$ cat config.mk
export PLATFORM = sky130hd
export DESIGN_NAME = led_blink_fade_pwm_unit
export DESIGN_NICKNAME = d
export VERILOG_FILES = /design/src/design/lbf_pkg.sv /design/src/design/lbf_msdiv.sv /design/src/design/lbf_fracdiv.sv /design/src/design/led_blink_fade_pwm_unit.sv
export SDC_FILE = /design/constraint.sdc
export NUM_CORES = 1
export LEC_CHECK = 0
export BUFFER_PORTS_ARGS = -buffer_cell sky130_fd_sc_hd__buf_2
export CAP_MARGIN = 40
export CORE_ASPECT_RATIO = 1.5
export CORE_UTILIZATION = 54
export DETAILED_ROUTE_END_ITERATION = 8
export GPL_TIMING_DRIVEN = 0
export PLACE_DENSITY = 0.76
export SETUP_SLACK_MARGIN = 0.02
export SLEW_MARGIN = 20
export SYNTH_ARGS = -nofsm -noshare
export SYNTH_HDL_FRONTEND = slang
export SYNTH_SLANG_ARGS = --single-unit
export TNS_END_PERCENT = 20
$ cat constraint.sdc
create_clock -name clk -period 2.8 [get_ports clk]
set_input_delay 0 -clock clk [delete_from_list [all_inputs] [get_ports clk]]
set_output_delay 0 -clock clk [all_outputs]
set_load 0.01 [all_outputs]
$ cat src/design/lbf_pkg.sv
// Package for the LED blink / fade PWM unit.
// Holds the state type, register indexes, reset values and datapath widths.
// No dependencies.
`timescale 1ns / 1ps

package lbf_pkg;

  localparam int unsigned PWM_PERIOD_DEF = 32768;

  localparam int unsigned MS_W         = 16;
  localparam int unsigned ADV_W        = 16;
  localparam int unsigned ELAPSED_W    = 32;
  localparam int unsigned TICK_SHIFT   = 16;
  localparam int unsigned MS_DIVIDEND_W = MS_W + TICK_SHIFT;
  localparam int unsigned MS_DIVISOR   = 1000;
  localparam int unsigned MS_REM_W     = 10;
  localparam int unsigned MS_CNT_W     = 6;
  // longest phase: 65535 * 65536 / 1000 = 4294901 ticks
  localparam int unsigned LEN_W        = 23;

  localparam int unsigned CMP_W        = 16;
  localparam int unsigned OUT_DATA_W   = 24;
  localparam int unsigned CFG_IDX_W    = 2;
  localparam int unsigned CFG_DATA_W   = 16;

  localparam logic              MODE_RESET    = 1'b1;
  localparam logic [MS_W-1:0]   UP_MS_RESET   = 16'd900;
  localparam logic [MS_W-1:0]   DOWN_MS_RESET = 16'd100;

  typedef enum logic [CFG_IDX_W-1:0] {
    REG_MODE    = 2'd0,
    REG_UP_MS   = 2'd1,
    REG_DOWN_MS = 2'd2
  } lbf_reg_t;

  typedef enum logic [2:0] {
    ST_IDLE,
    ST_LEN,
    ST_CMP,
    ST_MUL,
    ST_DSTART,
    ST_DIV,
    ST_OUT
  } lbf_state_t;

endpackage

$ cat src/design/lbf_msdiv.sv
// Bit-serial conversion of a phase length in ms to ticks: (ms << 16) / 1000.
// One quotient bit per cycle, restoring division by a constant.
// Depends on lbf_pkg.
`timescale 1ns / 1ps

module lbf_msdiv (
  input  logic                         clk,
  input  logic                         rst_n,
  input  logic                         start,
  input  logic [lbf_pkg::MS_W-1:0]     ms,
  output logic                         done,
  output logic [lbf_pkg::LEN_W-1:0]    ticks
);

  logic                                busy_r, busy_nxt;
  logic                                done_r, done_nxt;
  logic [lbf_pkg::MS_CNT_W-1:0]        cnt_r, cnt_nxt;
  logic [lbf_pkg::MS_DIVIDEND_W-1:0]   dv_r, dv_nxt;
  logic [lbf_pkg::MS_REM_W-1:0]        rem_r, rem_nxt;
  logic [lbf_pkg::LEN_W-1:0]           q_r, q_nxt;
  logic [lbf_pkg::MS_REM_W:0]          trial;
  logic                                ge;

  assign trial = {rem_r, dv_r[lbf_pkg::MS_DIVIDEND_W-1]};
  assign ge    = trial >= (lbf_pkg::MS_REM_W+1)'(lbf_pkg::MS_DIVISOR);

  always_comb begin
    busy_nxt = busy_r;
    done_nxt = 1'b0;
    cnt_nxt  = cnt_r;
    dv_nxt   = dv_r;
    rem_nxt  = rem_r;
    q_nxt    = q_r;
    if (start) begin
      busy_nxt = 1'b1;
      cnt_nxt  = '0;
      dv_nxt   = {ms, {lbf_pkg::TICK_SHIFT{1'b0}}};
      rem_nxt  = '0;
      q_nxt    = '0;
    end else if (busy_r) begin
      dv_nxt  = {dv_r[lbf_pkg::MS_DIVIDEND_W-2:0], 1'b0};
      rem_nxt = ge ? lbf_pkg::MS_REM_W'(trial - (lbf_pkg::MS_REM_W+1)'(lbf_pkg::MS_DIVISOR))
                   : trial[lbf_pkg::MS_REM_W-1:0];
      q_nxt   = {q_r[lbf_pkg::LEN_W-2:0], ge};
      cnt_nxt = cnt_r + 1'b1;
      if (cnt_r == lbf_pkg::MS_CNT_W'(lbf_pkg::MS_DIVIDEND_W - 1)) begin
        busy_nxt = 1'b0;
        done_nxt = 1'b1;
      end
    end
  end

  always_ff @(posedge clk) begin
    if (!rst_n) begin
      busy_r <= 1'b0;
      done_r <= 1'b0;
      cnt_r  <= '0;
    end else begin
      busy_r <= busy_nxt;
      done_r <= done_nxt;
      cnt_r  <= cnt_nxt;
    end
    dv_r  <= dv_nxt;
    rem_r <= rem_nxt;
    q_r   <= q_nxt;
  end

  assign done  = done_r;
  assign ticks = q_r;

endmodule

$ cat src/design/lbf_fracdiv.sv
// Bit-serial ramp divider: (elapsed * PWM_PERIOD) / phase length.
// Restoring division, one quotient bit per cycle; quotient is below PWM_PERIOD.
// Depends on lbf_pkg.
`timescale 1ns / 1ps

module lbf_fracdiv #(
  parameter int unsigned PWM_PERIOD = lbf_pkg::PWM_PERIOD_DEF
) (
  input  logic                                              clk,
  input  logic                                              rst_n,
  input  logic                                              start,
  input  logic [lbf_pkg::LEN_W+$clog2(PWM_PERIOD+1)-1:0]    dividend,
  input  logic [lbf_pkg::LEN_W-1:0]                         divisor,
  output logic                                              done,
  output logic [$clog2(PWM_PERIOD)-1:0]                     quotient
);

  localparam int unsigned QW    = $clog2(PWM_PERIOD);
  localparam int unsigned CNT_W = $clog2(QW+1);

  logic                        busy_r, busy_nxt;
  logic                        done_r, done_nxt;
  logic [CNT_W-1:0]            cnt_r, cnt_nxt;
  logic [lbf_pkg::LEN_W-1:0]   rem_r, rem_nxt;
  logic [lbf_pkg::LEN_W-1:0]   len_r, len_nxt;
  logic [QW-1:0]               lo_r, lo_nxt;
  logic [QW-1:0]               q_r, q_nxt;
  logic [lbf_pkg::LEN_W:0]     trial;
  logic                        ge;

  assign trial = {rem_r, lo_r[QW-1]};
  assign ge    = trial >= {1'b0, len_r};

  always_comb begin
    busy_nxt = busy_r;
    done_nxt = 1'b0;
    cnt_nxt  = cnt_r;
    rem_nxt  = rem_r;
    len_nxt  = len_r;
    lo_nxt   = lo_r;
    q_nxt    = q_r;
    if (start) begin
      busy_nxt = 1'b1;
      cnt_nxt  = '0;
      // top part is below the divisor since the quotient fits in QW bits
      rem_nxt  = lbf_pkg::LEN_W'(dividend >> QW);
      lo_nxt   = dividend[QW-1:0];
      len_nxt  = divisor;
      q_nxt    = '0;
    end else if (busy_r) begin
      rem_nxt = ge ? lbf_pkg::LEN_W'(trial - {1'b0, len_r}) : trial[lbf_pkg::LEN_W-1:0];
      lo_nxt  = lo_r << 1;
      q_nxt   = {q_r[QW-2:0], ge};
      cnt_nxt = cnt_r + 1'b1;
      if (cnt_r == CNT_W'(QW - 1)) begin
        busy_nxt = 1'b0;
        done_nxt = 1'b1;
      end
    end
  end

  always_ff @(posedge clk) begin
    if (!rst_n) begin
      busy_r <= 1'b0;
      done_r <= 1'b0;
      cnt_r  <= '0;
    end else begin
      busy_r <= busy_nxt;
      done_r <= done_nxt;
      cnt_r  <= cnt_nxt;
    end
    rem_r <= rem_nxt;
    len_r <= len_nxt;
    lo_r  <= lo_nxt;
    q_r   <= q_nxt;
  end

  assign done     = done_r;
  assign quotient = q_r;

endmodule

$ cat src/design/led_blink_fade_pwm_unit.sv
// Top level of the LED blink / fade PWM unit: control FSM, state, config, output.
// Instantiates lbf_msdiv and lbf_fracdiv; depends on lbf_pkg.
`timescale 1ns / 1ps

// Each input beat advances the elapsed time by tick_advance (1/65536 s units) and yields
// one beat holding the PWM compare value for an active-low LED (0 full on, PWM_PERIOD off)
// and the phase after this beat. One beat is in work at a time. Each beat converts the
// phase length from ms to ticks bit-serially over 32 quotient bits; in fade mode, unless
// the phase ends, a bit-serial ramp division then yields the compare value bit by bit.
// The next beat is taken while a finished result still waits.
// Config writes are always ready and must only come while the unit is idle.
module led_blink_fade_pwm_unit #(
  parameter int unsigned PWM_PERIOD = lbf_pkg::PWM_PERIOD_DEF
) (
  input  logic                              clk,
  input  logic                              rst_n,
  input  logic                              in_tvalid,
  output logic                              in_tready,
  input  logic [lbf_pkg::ADV_W-1:0]         in_tdata,   // [15:0] tick_advance
  output logic                              out_tvalid,
  input  logic                              out_tready,
  output logic [lbf_pkg::OUT_DATA_W-1:0]    out_tdata,  // [15:0] compare_value, [16] rising_phase
  input  logic                              cfg_valid,
  output logic                              cfg_ready,
  input  logic [lbf_pkg::CFG_IDX_W-1:0]     cfg_index,
  input  logic [lbf_pkg::CFG_DATA_W-1:0]    cfg_data
);

  localparam int unsigned CW  = $clog2(PWM_PERIOD+1);
  localparam int unsigned QW  = $clog2(PWM_PERIOD);
  localparam int unsigned PRW = lbf_pkg::LEN_W + CW;

  lbf_pkg::lbf_state_t                 state_r, state_nxt;
  logic                                mode_r;
  logic [lbf_pkg::MS_W-1:0]            up_ms_r, down_ms_r;
  logic                                phase_up_r, phase_up_nxt;
  logic [lbf_pkg::ELAPSED_W-1:0]       elapsed_r, elapsed_nxt;
  logic [lbf_pkg::LEN_W-1:0]           len_r, len_nxt;
  logic [PRW-1:0]                      prod_r, prod_nxt;
  logic [CW-1:0]                       cmp_r, cmp_nxt;
  logic                                out_valid_r, out_valid_nxt;
  logic [lbf_pkg::OUT_DATA_W-1:0]      out_data_r, out_data_nxt;

  logic                                in_fire;
  logic [lbf_pkg::ELAPSED_W:0]         sum;
  logic                                phase_end;
  logic                                out_space;
  logic [lbf_pkg::CMP_W:0]             cmp_ext;
  logic [lbf_pkg::CMP_W-1:0]           cmp_sat;
  logic                                ms_done;
  logic [lbf_pkg::LEN_W-1:0]           ms_ticks;
  logic                                frac_start;
  logic                                frac_done;
  logic [QW-1:0]                       frac_q;

  assign in_tready  = (state_r == lbf_pkg::ST_IDLE);
  assign in_fire    = in_tvalid && in_tready;
  assign cfg_ready  = 1'b1;
  assign out_tvalid = out_valid_r;
  assign out_tdata  = out_data_r;

  assign sum       = {1'b0, elapsed_r} + (lbf_pkg::ELAPSED_W+1)'(in_tdata);
  assign phase_end = elapsed_r >= lbf_pkg::ELAPSED_W'(len_r);
  assign out_space = !out_valid_r || out_tready;
  assign cmp_ext   = (lbf_pkg::CMP_W+1)'(cmp_r);
  assign cmp_sat   = cmp_ext[lbf_pkg::CMP_W] ? '1 : cmp_ext[lbf_pkg::CMP_W-1:0];
  assign frac_start = (state_r == lbf_pkg::ST_DSTART);

  lbf_msdiv u_msdiv (
    .clk   (clk),
    .rst_n (rst_n),
    .start (in_fire),
    .ms    (phase_up_r ? up_ms_r : down_ms_r),
    .done  (ms_done),
    .ticks (ms_ticks)
  );

  lbf_fracdiv #(
    .PWM_PERIOD (PWM_PERIOD)
  ) u_fracdiv (
    .clk      (clk),
    .rst_n    (rst_n),
    .start    (frac_start),
    .dividend (prod_r),
    .divisor  (len_r),
    .done     (frac_done),
    .quotient (frac_q)
  );

  // next state
  always_comb begin
    state_nxt = state_r;
    case (state_r)
      lbf_pkg::ST_IDLE:   if (in_fire) state_nxt = lbf_pkg::ST_LEN;
      lbf_pkg::ST_LEN:    if (ms_done) state_nxt = lbf_pkg::ST_CMP;
      lbf_pkg::ST_CMP: begin
        if (phase_end || !mode_r) state_nxt = lbf_pkg::ST_OUT;
        else                      state_nxt = lbf_pkg::ST_MUL;
      end
      lbf_pkg::ST_MUL:    state_nxt = lbf_pkg::ST_DSTART;
      lbf_pkg::ST_DSTART: state_nxt = lbf_pkg::ST_DIV;
      lbf_pkg::ST_DIV:    if (frac_done) state_nxt = lbf_pkg::ST_OUT;
      lbf_pkg::ST_OUT:    if (out_space) state_nxt = lbf_pkg::ST_IDLE;
      default:            state_nxt = lbf_pkg::ST_IDLE;
    endcase
  end

  // datapath and outputs
  always_comb begin
    phase_up_nxt  = phase_up_r;
    elapsed_nxt   = elapsed_r;
    len_nxt       = len_r;
    prod_nxt      = prod_r;
    cmp_nxt       = cmp_r;
    out_valid_nxt = out_valid_r && !out_tready;
    out_data_nxt  = out_data_r;
    case (state_r)
      lbf_pkg::ST_IDLE: begin
        if (in_fire) begin
          elapsed_nxt = sum[lbf_pkg::ELAPSED_W] ? '1 : sum[lbf_pkg::ELAPSED_W-1:0];
        end
      end
      lbf_pkg::ST_LEN: begin
        if (ms_done) len_nxt = ms_ticks;
      end
      lbf_pkg::ST_CMP: begin
        cmp_nxt = phase_up_r ? '0 : CW'(PWM_PERIOD);
        if (phase_end) begin
          phase_up_nxt = !phase_up_r;
          elapsed_nxt  = '0;
        end
      end
      lbf_pkg::ST_MUL: begin
        // fade branch: elapsed is below the phase length, so it fits LEN_W bits
        prod_nxt = PRW'(elapsed_r[lbf_pkg::LEN_W-1:0]) * PRW'(PWM_PERIOD);
      end
      lbf_pkg::ST_DIV: begin
        if (frac_done) begin
          cmp_nxt = phase_up_r ? CW'(PWM_PERIOD) - CW'(frac_q) : CW'(frac_q);
        end
      end
      lbf_pkg::ST_OUT: begin
        if (out_space) begin
          out_valid_nxt = 1'b1;
          out_data_nxt  = {{(lbf_pkg::OUT_DATA_W-lbf_pkg::CMP_W-1){1'b0}}, phase_up_r, cmp_sat};
        end
      end
      default: ;
    endcase
  end

  always_ff @(posedge clk) begin
    if (!rst_n) begin
      state_r     <= lbf_pkg::ST_IDLE;
      phase_up_r  <= 1'b1;
      elapsed_r   <= '0;
      out_valid_r <= 1'b0;
    end else begin
      state_r     <= state_nxt;
      phase_up_r  <= phase_up_nxt;
      elapsed_r   <= elapsed_nxt;
      out_valid_r <= out_valid_nxt;
    end
    len_r      <= len_nxt;
    prod_r     <= prod_nxt;
    cmp_r      <= cmp_nxt;
    out_data_r <= out_data_nxt;
  end

  always_ff @(posedge clk) begin
    if (!rst_n) begin
      mode_r    <= lbf_pkg::MODE_RESET;
      up_ms_r   <= lbf_pkg::UP_MS_RESET;
      down_ms_r <= lbf_pkg::DOWN_MS_RESET;
    end else if (cfg_valid && cfg_ready) begin
      case (cfg_index)
        lbf_pkg::REG_MODE:    mode_r    <= cfg_data[0];
        lbf_pkg::REG_UP_MS:   up_ms_r   <= cfg_data;
        lbf_pkg::REG_DOWN_MS: down_ms_r <= cfg_data;
        default: ;
      endcase
    end
  end

`ifndef NO_ASSERTIONS
  a_busy_after_accept: assert property (@(posedge clk) disable iff (!rst_n)
    in_tvalid && in_tready |=> state_r != lbf_pkg::ST_IDLE)
    else $error("unit still idle after accepting a beat");

  a_phase_end: assert property (@(posedge clk) disable iff (!rst_n)
    (state_r == lbf_pkg::ST_CMP) && phase_end |=>
      (elapsed_r == '0) && (phase_up_r != $past(phase_up_r)))
    else $error("phase end did not clear elapsed count and flip direction");

  a_frac_done_in_div: assert property (@(posedge clk) disable iff (!rst_n)
    frac_done |-> state_r == lbf_pkg::ST_DIV)
    else $error("ramp divider finished outside the divide state");

  a_cmp_range: assert property (@(posedge clk) disable iff (!rst_n)
    out_tvalid |-> ({1'b0, out_tdata[lbf_pkg::CMP_W-1:0]} <= (lbf_pkg::CMP_W+1)'(PWM_PERIOD)))
    else $error("compare value beyond the PWM period");
`endif

endmodule

==> reports/metrics.csv <==
metric,value,unit
clock-sinks,273,
crit_top_cell,a21oi_2,
crit_path_start,u_fracdiv.rem_r[7],
use_met2,43.6,%
p_clk_share,39.9,%
first_pass_iters,5,
maxCapViolations,0,
rsz0062_at_grt,true,
path_clk_slew,0.07,ns
critPathSlowestCell,edfxtp_1,
syn_to_final_growth,18.1,%
fin_nets,1593,
tritoncts,yes,
initial_utilization,55.5,%
grt_util_all_layers,23.5,%
instances_no_fill,1823,
place_ws,-0.922,ns
die_x,130,um
cts-root-buf,clkbuf_16,
crit_chain,"ha_4, a21o_1, a21oi_2, nor2b_2, or4_4, o211ai_1, a21oi_1, o21ai_1, or3b_4, a21oi_2",
finalHoldViolCount,0,
internal-power,6.63,mW
drt_iter0_drc,694,
maxSlewHeadroom,44.0,%
grt_use_met3,2.40,%
max-vdd-ir-drop,668,uV
setup_ws,0.0459,ns
final_common_cell,nand2_1,
antenna_found_initial,0,
synth-seq-cells,273,
hold_ws,0.0290,ns
critPathBufInv,0,
cts_buffer_depth,3,
rr_startpoint,u_fracdiv.rem_r[7],
clock.fmax,363,MHz
rows,69,
worst-setup-path-type,register to register,
slowest_delay,0.44,ns
fp.dieH,194,um
ant_nets,0,
hp-class,input port to register,
setup_viol,0,
drcViolationCount,0,
die_area,25200,um2
finalClockSkew,0.0163,ns
wl,29200,um
period_needed,2.75,ns
leakage,6.42,nW
synth_cell_types,62,
avgSynthCellArea,9.85,um2
critPathRequiredTime,3.19,ns
stdcell_area,15700,um2
grt_max_degree,33,
async_reset_ff_share,0,%
wl_per_cell,16.0,um
busiest_layer,met2,
cts_htree_levels,1,
synth_flop_cell,edfxtp_1,
timing.final.crit_share,98.4,%
seqPwrFrac,50.5,%
vias_per_cell,5.51,
place_hpwl,20800,um
place_area,14000,um2
yosysTopAreaCell,edfxtp_1,
crit_family,compound AO/OA/AOI/OAI gates,
n_antenna_cell,0,
pwr_density_cell,555,nW/um2
crit_path_end_kind,register,
yosysTopAreaCellShare,31.9,%
place_congestion,0.899,
netlist_area,13300,um2
power.total,8.69,mW
start_kind,register,
swShare,23.7,%
synth_cells,1347,
num_vias,10000,
worstPathMaxFanout,3,
crit_arrival,3.15,ns
io_buffer_count,56,
synth_edf_count,141,
yosysSeqAreaShare,51.8,%
core_area,23900,um2
grt_pass1_vias,9865,
status,finished clean,
slew_viol_final,0,
overflow,0,
final_cell_mix,"nand2_1, edfxtp_1, dfxtp_1",
grtUsageMet1,26.6,%
tightest_slew,0.840,ns
numCtsBuffers,26,
grt_pass1_wl,47200,um
drive_gt1_share,13.4,%
p_switching,2.06,mW
p_comb_share,9.6,%
clock_latency,0.54,ns
yosys-top-cells-area,"edfxtp_1, dfxtp_1, ha_1",
io_pins,66,
fillCellCount,1849,
placedCellCount,1732,
yosys_warnings,0,
hp-start,in_tdata[3],
[worst paths after layout]
path / slack, ns / end / cells past startpoint
max: 0.05 / u_fracdiv.rem_r[19] / 10
min: 0.03 / elapsed_r[3] / 5
max reg2reg: 0.05 / u_fracdiv.rem_r[19] / 10
min reg2reg: 0.42 / out_tdata[7] / 0
[per-stage QoR]
| stage | setup TNS (ns) | util (%) |
|---|---|---|
| floorplan | 0 | - |
| global placement | -32.77 | 58.4 |
| detailed placement | -29.40 | 58.7 |
| CTS | 0 | 64.2 |
| global route | -0.129 | 65.5 |
| finish | 0 | 65.5 |
[per-layer routing]
layer	vias up	wire, um
li1	5016	-
met5	-	0
met4	0	1120
met1	4723	11500
met2	226	15500
met3	77	1010
[power by group through the flow]
stage                     clock [mW]  combinational [mW]  sequential (mW)
after CTS                       3.52               0.808             4.38
final                           3.47               0.833             4.39
after detailed placement           0               0.767             4.47
after floorplan                    0               0.589             4.44
after global routing            3.68               0.927             4.40
after global placement             0               0.747             4.47
[kinds of logic after synthesis]
kind of cell | Yosys count | share of synthesized area, %
muxes | 59 | 4.45
AOI/OAI and AO/OA | 320 | 14.9
DFF | 273 | 51.8
adders and majority gates | 69 | 6.62
xor gates and xnor gates | 55 | 3.63
buffers and inverters | 138 | 4.24
other | 2 | 0.0566
and+or+nand+nor | 431 | 14.3
[layout make-up]
| class | instances | area [um2] | area share (%) |
|---|---|---|---|
| Clock inverter | 15 | 159 | 1.01 |
| Inverter | 74 | 278 | 1.77 |
| Tap cell | 319 | 399 | 2.55 |
| Multi-Input combinational cell | 942 | 6170 | 39.4 |
| Timing Repair Buffer | 106 | 773 | 4.94 |
| Buffer | 62 | 318 | 2.03 |
| Clock buffer | 32 | 697 | 4.45 |
| Sequential cell | 273 | 6880 | 43.9 |
[synth_stat cells (3+ instances only)]
| cell type | instances |
|---|---|
| nand2_1 | 178 |
| edfxtp_1 | 141 |
| dfxtp_1 | 132 |
| nor2_1 | 130 |
| o21ai_0 | 97 |
| a21oi_1 | 86 |
| inv_1 | 74 |
| ha_1 | 67 |
| mux2i_1 | 59 |
| clkbuf_1 | 44 |
| xnor2_1 | 30 |
| a21boi_0 | 29 |
| a21o_1 | 29 |
| nand3_1 | 26 |
| xor2_1 | 25 |
| nor3_1 | 18 |
| nand4_1 | 14 |
| a211oi_1 | 13 |
| a31oi_1 | 11 |
| nor2b_1 | 11 |
| and3_1 | 9 |
| nand2b_1 | 9 |
| o21a_1 | 9 |
| o31ai_1 | 9 |
| buf_4 | 8 |
| and2_1 | 6 |
| buf_2 | 6 |
| nor4_1 | 6 |
| buf_1 | 5 |
| o22ai_1 | 5 |
| or3_1 | 5 |
| nand3b_1 | 4 |
| o211ai_1 | 4 |
| o21bai_1 | 4 |
| a41oi_1 | 3 |
| nor3b_1 | 3 |
| o41ai_1 | 3 |
| or3b_1 | 3 |
| or4_1 | 3 |
[tightest hold or removal path: cells and delay by family]
kind,cells,cell delay [ns]
fa+ha+maj,1,0.19
simple gates,1,0.06
compound gates,1,0.07
xor+xnor,1,0.12
buf+inv,1,0.08
[sequential cells by signal, indices dropped and copies added, names as in the netlist, 3 cells and up]
signal              count
u_fracdiv.len_r        23
cmp_r                  16
prod_r                 23
u_msdiv.dv_r           16
u_msdiv.ticks          23
u_msdiv.rem_r          10
up_ms_r                16
down_ms_r              16
u_fracdiv.rem_r        23
elapsed_r              32
out_tdata              17
state_r                 3
u_fracdiv.quotient     15
len_r                  23
u_fracdiv.cnt_r         4
u_msdiv.cnt_r           6
[repair_timing]
action                                 CTS  global route
hold buffers                            22             0
gates resized for setup                 43            43
pin swaps                               11            21
buffers inserted                         7            13
endpoints found under the hold margin   43             0
setup endpoints to repair               57            50
cloned                                   1             2
Note: power is estimated with default switching activity, not from simulation.
